===== config.mk =====
export PLATFORM = sky130hd
export DESIGN_NAME = mldd_ctrl
export DESIGN_NICKNAME = d
export VERILOG_FILES = /design/src/hw/rtl/mldd_pkg.sv /design/src/hw/rtl/mldd_ctrl.sv
export VERILOG_INCLUDE_DIRS = /design/src /design/src/hw/rtl
export SDC_FILE = /design/constraint.sdc
export NUM_CORES = 1
export LEC_CHECK = 0
export ABC_AREA = 1
export BUFFER_PORTS_ARGS = -buffer_cell sky130_fd_sc_hd__buf_4
export CORE_AREA = 2 2 39 41
export CTS_BUF_LIST = sky130_fd_sc_hd__clkbuf_8
export DETAILED_ROUTE_END_ITERATION = 12
export DIE_AREA = 0 0 41 43
export SKIP_CTS_REPAIR_TIMING = 1
export SLEW_MARGIN = 15
export SYNTH_ARGS = -nofsm -noshare
export SYNTH_HDL_FRONTEND = slang
export SYNTH_SLANG_ARGS = --single-unit

===== constraint.sdc =====
create_clock -name clk_i -period 1.2 [get_ports clk_i]
set_input_delay 0.24 -clock clk_i [delete_from_list [all_inputs] [get_ports clk_i]]
set_output_delay 0.24 -clock clk_i [all_outputs]
set_load 0.01 [all_outputs]

===== src/hw/rtl/midi_led_feedback_dedup_unit_assert.svh =====
// assertion macros used by the led feedback dedup controller
// plain concurrent properties, clock and active-low reset passed in
`ifndef MIDI_LED_FEEDBACK_DEDUP_UNIT_ASSERT_SVH
`define MIDI_LED_FEEDBACK_DEDUP_UNIT_ASSERT_SVH

// consequent must hold in the same cycle as the antecedent
`define MLDD_ASSERT_NOW(label, clk, rst_n, ante, cons) \
  label: assert property (@(posedge clk) disable iff (!rst_n) (ante) |-> (cons)) \
    else $error("mldd: same-cycle check failed");

// consequent must hold in the cycle after the antecedent
`define MLDD_ASSERT_NEXT(label, clk, rst_n, ante, cons) \
  label: assert property (@(posedge clk) disable iff (!rst_n) (ante) |=> (cons)) \
    else $error("mldd: next-cycle check failed");

`endif


===== src/hw/rtl/mldd_pkg.sv =====
// shared types, codes and colour shade table for the led feedback dedup unit
// no dependencies
package mldd_pkg;

  localparam int PADS   = 128;
  localparam int PAD_W  = 7;
  localparam int HUES   = 15;
  localparam int SHADES = 3;
  localparam int IDX_W  = 11;

  // request commands
  localparam logic [1:0] CMD_NOTE  = 2'd0;
  localparam logic [1:0] CMD_RING  = 2'd1;
  localparam logic [1:0] CMD_RGB   = 2'd2;
  localparam logic [1:0] CMD_CLEAR = 2'd3;

  // rgb message sequence
  localparam logic [1:0] MSG_PULSE_OFF = 2'd0;
  localparam logic [1:0] MSG_BLINK_OFF = 2'd1;
  localparam logic [1:0] MSG_PRIMARY   = 2'd2;
  localparam logic [1:0] MSG_ANIM      = 2'd3;

  // midi status bytes
  localparam logic [7:0] STATUS_NOTE      = 8'h90;
  localparam logic [7:0] STATUS_CC        = 8'hB0;
  localparam logic [7:0] STATUS_PULSE_OFF = 8'h98;
  localparam logic [7:0] STATUS_BLINK_OFF = 8'h9D;

  localparam logic [7:0] CACHE_UNKNOWN = 8'hFF;

  localparam logic [6:0] BRIGHT_LOW  = 7'd33;
  localparam logic [6:0] BRIGHT_MID  = 7'd66;
  localparam logic [6:0] BRIGHT_FULL = 7'd100;
  localparam logic [6:0] BRIGHT_RESET = 7'd100;

  localparam logic [6:0] HUE_KEY [HUES] = '{
    7'd5, 7'd9, 7'd11, 7'd13, 7'd14, 7'd15, 7'd21, 7'd20,
    7'd33, 7'd37, 7'd38, 7'd41, 7'd42, 7'd49, 7'd48
  };

  localparam logic [6:0] HUE_SHADE [HUES][SHADES] = '{
    '{7'd7,  7'd6,  7'd5},  '{7'd11, 7'd10, 7'd9},  '{7'd11, 7'd11, 7'd11},
    '{7'd15, 7'd14, 7'd13}, '{7'd15, 7'd14, 7'd14}, '{7'd15, 7'd15, 7'd15},
    '{7'd19, 7'd20, 7'd21}, '{7'd19, 7'd20, 7'd20}, '{7'd35, 7'd34, 7'd33},
    '{7'd39, 7'd38, 7'd37}, '{7'd39, 7'd38, 7'd38}, '{7'd43, 7'd42, 7'd41},
    '{7'd43, 7'd42, 7'd42}, '{7'd47, 7'd48, 7'd49}, '{7'd47, 7'd48, 7'd48}
  };

  typedef struct packed {
    logic       capture;
    logic       load_out;
    logic       wr_cache;
    logic       sweep;
    logic [1:0] msg_sel;
  } ctrl_cmd_t;

  typedef struct packed {
    logic is_clear;
    logic is_rgb;
    logic send;
    logic extra;
    logic out_free;
    logic sweep_last;
  } dp_status_t;

  // palette colour scaled by brightness
  function automatic logic [6:0] shade_of(input logic [6:0] color, input logic [6:0] bright);
    logic [1:0] lvl;
    logic [6:0] res;
    lvl = (bright <= BRIGHT_LOW) ? 2'd0 : ((bright <= BRIGHT_MID) ? 2'd1 : 2'd2);
    res = color;
    for (int i = 0; i < HUES; i++) begin
      if (HUE_KEY[i] == color) begin
        res = HUE_SHADE[i][lvl];
      end
    end
    if (color == 7'd0 || bright == 7'd0) begin
      res = 7'd0;
    end else if (bright >= BRIGHT_FULL) begin
      res = color;
    end
    return res;
  endfunction

endpackage


===== src/hw/rtl/mldd_ctrl.sv =====
// controller state machine for the led feedback dedup unit
// depends on mldd_pkg and midi_led_feedback_dedup_unit_assert.svh
`include "midi_led_feedback_dedup_unit_assert.svh"

module mldd_ctrl (
  input  logic                 clk_i,
  input  logic                 rst_ni,
  input  logic                 in_valid_i,
  output logic                 in_ready_o,
  input  mldd_pkg::dp_status_t status_i,
  output mldd_pkg::ctrl_cmd_t  cmd_o
);
  import mldd_pkg::*;

  localparam logic [1:0] ST_SWEEP = 2'd0;
  localparam logic [1:0] ST_IDLE  = 2'd1;
  localparam logic [1:0] ST_CHECK = 2'd2;
  localparam logic [1:0] ST_SEND  = 2'd3;

  logic [1:0] state_q, state_d;
  logic [1:0] msg_q, msg_d;

  always_comb begin
    state_d    = state_q;
    msg_d      = msg_q;
    cmd_o      = '0;
    in_ready_o = 1'b0;
    case (state_q)
      ST_SWEEP: begin
        cmd_o.sweep = 1'b1;
        if (status_i.sweep_last) begin
          state_d = ST_IDLE;
        end
      end
      ST_IDLE: begin
        in_ready_o = 1'b1;
        if (in_valid_i) begin
          cmd_o.capture = 1'b1;
          state_d       = ST_CHECK;
        end
      end
      ST_CHECK: begin
        if (status_i.is_clear) begin
          state_d = ST_SWEEP;
        end else if (!status_i.send) begin
          state_d = ST_IDLE;
        end else if (status_i.out_free) begin
          cmd_o.load_out = 1'b1;
          cmd_o.wr_cache = 1'b1;
          cmd_o.msg_sel  = MSG_PULSE_OFF;
          if (status_i.is_rgb) begin
            state_d = ST_SEND;
            msg_d   = MSG_BLINK_OFF;
          end else begin
            state_d = ST_IDLE;
          end
        end
      end
      ST_SEND: begin
        if (status_i.out_free) begin
          cmd_o.load_out = 1'b1;
          cmd_o.msg_sel  = msg_q;
          msg_d          = 2'(msg_q + 2'd1);
          if (msg_q == MSG_ANIM || (msg_q == MSG_PRIMARY && !status_i.extra)) begin
            state_d = ST_IDLE;
          end
        end
      end
      default: begin
        state_d = ST_IDLE;
      end
    endcase
  end

  always_ff @(posedge clk_i or negedge rst_ni) begin
    if (!rst_ni) begin
      state_q <= ST_SWEEP;
      msg_q   <= MSG_PULSE_OFF;
    end else begin
      state_q <= state_d;
      msg_q   <= msg_d;
    end
  end

  `MLDD_ASSERT_NEXT(a_accept_to_check, clk_i, rst_ni, state_q == ST_IDLE && in_valid_i, state_q == ST_CHECK)
  `MLDD_ASSERT_NOW(a_load_needs_room, clk_i, rst_ni, cmd_o.load_out, status_i.out_free)
  `MLDD_ASSERT_NOW(a_send_not_first, clk_i, rst_ni, state_q == ST_SEND, msg_q != MSG_PULSE_OFF)
  `MLDD_ASSERT_NOW(a_sweep_blocks_all, clk_i, rst_ni, cmd_o.sweep, !in_ready_o && !cmd_o.load_out)

endmodule


==> metrics.yaml, run 1 <==
outcome: "finished with violations"
violations: "setup timing"
antenna_left: 0
finalSetupViolCount: 11
crit_type: "register to primary output"
worst_slack_ns: -0.270
reg2reg_depth: 8
yosysWarnings: 0
ys_types: 11
tns_ns: -1.94
reg2reg_slack_ns: -0.15
viasPerCell: 4.46
gr-usage-all-layers_pct: 15.1
fillers: 126
final-instance-count-excl-fill: 122
worst_pin_slew_ns: 0.273
place.gp.congestion: 0.823
maxSlewHeadroom_pct: 81.7
hold_viol: 0
power_frac_comb_pct: 63.1
first_pass_iters: 4
crit_buf_inv: 2
slowest_stage: "dfrtp_2"
numCtsBuffers: 3
ys_seq_area_share_pct: 22.4
required_ns: 0.96
nNetsFinal: 123
seq_power_share_pct: 18.0
slew_violations: 0
period_share_pct: 122
clockBufferDepth: 2
grt_pass1_vias: 451
synthCells: 77
avgRoutedWirePerCell_um: 9.89
gr-total-overflow: 0
totalWireLength_um: 1210
areaGrowthSynthToFinish_pct: 78.2
p_sw_w: 0.000622
clock.fmax_ghz: 0.680
leakagePower_nw: 0.449
core_um2: 1380
drt_iter0_drc: 10
cp_num_cells: 5
synth_area_um2: 447
grt_max_degree: 6
portBuffers: 15
die_area_um2: 1760
grt_pass1_wl_um: 1770
clockPowerShare_pct: 18.9
grt_setup_unrepaired: "true"
dr_total_vias: 544
antenna_found_initial: 0
switching_share_pct: 41.2
end_kind: "primary output"
hold_path.class: "input pin to async pin"
min_period_ns: 1.47
maxCapViolCount: 0
clock_latency_ns: 0.22
crit_arrival_ns: 1.23
rows: 14
drc_errors: 0
ir_drop_uv: 826
clockRootBuffer: "clkbuf_8"
synth_seq_cells: 4
dp_hpwl_um: 936
cts_sinks: 4
crit_family: "flip-flops"
clk_pin_slew_ns: 0.03
final_cell_mix: "nand2_1 (27), buf_4 (24), inv_1 (17)"
slowest_delay_ns: 0.43
seq_area_um2: 103
postPlaceCellArea_um2: 663
boundaryPins: 16
start_kind: "register"
multi_input_area_um2: 359
avgSynthCellArea_um2: 5.80
h-tree-depth: 1
path_max_fanout: 4
n_antenna_cell: 0
initial_utilization_pct: 32.3
die_x_um: 41
drive_gt1_share_pct: 41.5
fin_util_pct: 57.5
synth.net_count: 92
final_common_cell: "nand2_1"
die_y_um: 43
p_int_w: 0.000889
worstPathCellList: "inv_2 > ha_4 > nand3_4 > o21ai_2 > buf_6"
dp_cells: 117
cts_tree: "yes"
finalPower_w: 0.00151
power.density_nw_per_um2: 1900
clock_skew_ns: 0.00174
finalInstanceArea_um2: 796
## stage by stage
step / hold WS (ns) / worst slack [ns]
finish: 0.391 / -0.270
global route: 0.386 / -0.331
CTS: -0.190 / -0.358
detailed placement: 0.0399 / -0.133
global placement: 0.0387 / -0.103
floorplan: -0.0556 / -0.0225
## power groups by stage
| stage | logic [W] | registers, W | clock network (W) |
|---|---|---|---|
| detailed placement | 0.000812 | 0.000251 | 0 |
| global placement | 0.000811 | 0.000247 | 0 |
| global route | 0.00108 | 0.000285 | 0.000303 |
| CTS | 0.000815 | 0.000250 | 0.000292 |
| floorplan | 0.000456 | 0.000245 | 0 |
| finish | 0.000954 | 0.000272 | 0.000285 |
## sequential cells by signal (all words and copies together) (netlist names)
name / count
msg_q: 2
state_q: 2
## synthesized netlist by cell type (all sizes together)
cell type	number	share of area [%]
nand2	28	24
inv	19	16
nor2	10	8.4
ha	6	17
dfrtp	4	22
nand3	3	3.4
nand4	3	4.2
o21ai	3	4.2
a21oi	1	1.1
## final cells by class
class	instances	share of cell area [%]
sequential	4	12.9
tap	16	2.52
inverter	19	8.96
timing repair buffer	26	25.3
clock buffer	3	5.19
multi-input combinational	54	45.1
## routing by layer
| metal | vias up | share of wire, % | wire length, um | track usage [%] |
|---|---|---|---|---|
| met1 | 236 | 44 | 527 | 18.8 |
| li1 | 291 | - | - | - |
| met5 | - | 0 | 0 | 0 |
| met3 | 5 | 3.1 | 37 | 4.71 |
| met4 | 0 | 2.6 | 31 | 8.00 |
| met2 | 12 | 50 | 609 | 22.2 |
## final timing paths
path | start | endpoint
worst max-delay path | state_q[0] | cmd_o[4]
worst max register to register | state_q[1] | state_q[1]
min in group clk_i | status_i[4] | state_q[1]
worst min register to register | msg_q[1] | msg_q[1]
max in group asynchronous | rst_ni | state_q[0]
worst min-delay path | rst_ni | state_q[1]
## logic make-up after synthesis
| kind of cell | after synthesis | share of synthesized area [%] |
|---|---|---|
| compound gates | 4 | 5.32 |
| fa+ha+maj | 6 | 16.8 |
| buf+inv | 19 | 16.0 |
| flops | 4 | 22.4 |
| simple gates | 44 | 39.5 |
## worst reg2reg max path, cell delays in order, from the launching register on
cell and delay [ns]:
dfrtp_2 0.42, inv_1 0.10, ha_1 0.21, nand2_1 0.07
nand2_1 0.08, nor2_2 0.14, nand2_1 0.10, nand2_1 0.07
nand2_1 0.05
(Power assumes the default switching activity.)
==> run 2: changes to the inputs <==
SKIP_CTS_REPAIR_TIMING = default   (was 1)
==> metrics.yaml, run 2 (synthesized netlist as in run 1, its figures left out) <==
n_antenna_cell: 0  # unchanged
reg2reg_slack_ns: -0.19  # -0.04 ns
drive_gt1_share_pct: 43.5  # +2.0 points
reg2reg_to: "state_q[1]"
crit_arrival_ns: 1.21  # -0.02 ns
dp_hpwl_um: 936  # unchanged
grt_setup_unrepaired: "true"
finalSetupViolCount: 11  # unchanged
initial_utilization_pct: 32.3  # unchanged
reg2reg_from: "state_q[1]"
dp_cells: 117  # unchanged
fin_util_pct: 59.9  # +2.4 points
grt_pass1_vias: 523  # +16%
nNetsFinal: 125  # +1.6%
drt_iter0_drc: 15  # +5
postPlaceCellArea_um2: 663  # unchanged
drc_errors: 0  # unchanged
worst_slack_ns: -0.248  # +0.0217 ns
avgRoutedWirePerCell_um: 10.1  # +2.4%
core_um2: 1380  # unchanged
hold_viol: 0  # unchanged
antenna_found_initial: 0  # unchanged
slew_violations: 0  # unchanged
start_kind: "register"
die_y_um: 43  # unchanged
die_x_um: 41  # unchanged
top_regs: "msg_q x2, state_q x2"
place.gp.congestion: 0.823  # unchanged
min_period_ns: 1.45  # -0.0217 ns
power.density_nw_per_um2: 1930  # +1.7%
violations: "setup timing"
path_max_fanout: 4  # unchanged
die_area_um2: 1760  # unchanged
ir_drop_uv: 839  # +1.6%
cts_sinks: 4  # unchanged
dr_total_vias: 574  # +5.5%
clockBufferDepth: 2  # unchanged
reg2reg_depth: 9  # +1
finalInstanceArea_um2: 828  # +4.1%
rows: 14  # unchanged
clock_latency_ns: 0.22  # about the same
grt_pass1_wl_um: 2110  # +19%
maxCapViolCount: 0  # unchanged
end_kind: "primary output"
finalPower_w: 0.00160  # +5.9%
hold_path.class: "input pin to async pin"
outcome: "finished with violations"
seq_area_um2: 103  # unchanged
final-instance-count-excl-fill: 124  # +1.6%
worst_pin_slew_ns: 0.275  # +0.00225 ns
gr-usage-all-layers_pct: 17.9  # +2.8 points
final_cell_mix: "nand2_1 (27), buf_4 (22), inv_1 (16)"
viasPerCell: 4.63  # +3.8%
cts_tree: "yes"
clk_pin_slew_ns: 0.03  # about the same
boundaryPins: 16  # unchanged
grt_max_degree: 6  # unchanged
period_share_pct: 121  # -1.8 points
clockRootBuffer: "clkbuf_8"
first_pass_iters: 4  # unchanged
h-tree-depth: 1  # unchanged
gr-total-overflow: 0  # unchanged
clock_skew_ns: 0.000703  # -0.00103 ns
fillers: 128  # +1.6%
final_common_cell: "nand2_1"
clock.fmax_ghz: 0.691  # +1.5%
required_ns: 0.96  # about the same
leakagePower_nw: 0.464  # +3.5%
crit_type: "register to primary output"
portBuffers: 15  # unchanged
numCtsBuffers: 3  # unchanged
maxSlewHeadroom_pct: 81.5  # -0.15 points
areaGrowthSynthToFinish_pct: 85.4
antenna_left: 0  # unchanged
totalWireLength_um: 1260  # +4.1%
multi_input_area_um2: 359  # unchanged
==> run 2: cell count changes in the layout (fill, tap and decap cells not counted) <==
| cell | delta |
|---|---|
| buf_4 | -2 |
| buf_6 | +4 |
| inv_1 | -1 |
| inv_4 | +1 |
==> run 2: power by group <==
group / internal, W / switching, W
sequential: 0.000200 / 0.0000786
clock: 0.000214 / 0.0000735
combinational: 0.000537 / 0.000496
==> run 2: critical path, cell delays in order (launching register included) <==
cell,delay (ns)
dfrtp_2,0.43
inv_2,0.09
ha_4,0.14
nand3_4,0.08
o21ai_2,0.11
buf_4,0.12
==> run 2: area by class of cell <==
| class | count | share of cell area [%] |
|---|---|---|
| Clock buffer | 3 | 4.98 |
| Inverter | 19 | 8.91 |
| Multi-Input combinational cell | 54 | 43.4 |
| Sequential cell | 4 | 12.4 |
| Tap cell | 16 | 2.42 |
| Timing Repair Buffer | 28 | 27.9 |
==> run 2: how the worst max path moves through the flow <==
stage / endpoint / startpoint / slack [ns]
after detailed placement: msg_q[0] / state_q[0] / -0.13
after global placement: cmd_o[4] / state_q[0] / -0.10
after floorplan: cmd_o[4] / state_q[0] / -0.02
final: cmd_o[4] / state_q[0] / -0.25
after global routing: cmd_o[3] / state_q[0] / -0.31
after CTS: cmd_o[4] / state_q[0] / -0.24
==> run 2: metal layers <==
| metal | track usage [%] | vias to the layer above | share of wire, % |
|---|---|---|---|
| met5 | 0 | - | 0 |
| met2 | 27.8 | 20 | 49 |
| met1 | 21.1 | 257 | 43 |
| li1 | - | 292 | - |
| met3 | 5.24 | 5 | 4.6 |
| met4 | 9.33 | 0 | 2.5 |
==> run 2: stage by stage <==
| step | hold slack (ns) | worst slack [ns] | TNS [ns] |
|---|---|---|---|
| global placement | 0.0387 | -0.103 | -0.540 |
| floorplan | -0.0556 | -0.0225 | -0.0268 |
| detailed placement | 0.0399 | -0.133 | -0.738 |
| finish | 0.387 | -0.248 | -2.12 |
| CTS | 0.354 | -0.242 | -2.01 |
| global route | 0.386 | -0.305 | -2.62 |
==> run 2: timing repair <==
item | in CTS | in global routing
buffers inserted | 3 | 0
endpoints found under the setup margin | 11 | 11
cloned | 0 | 0
pin swaps | 11 | 2
hold buffers | 1 | 0
hold endpoints to repair | 4 | 0
resized for setup | 18 | 4
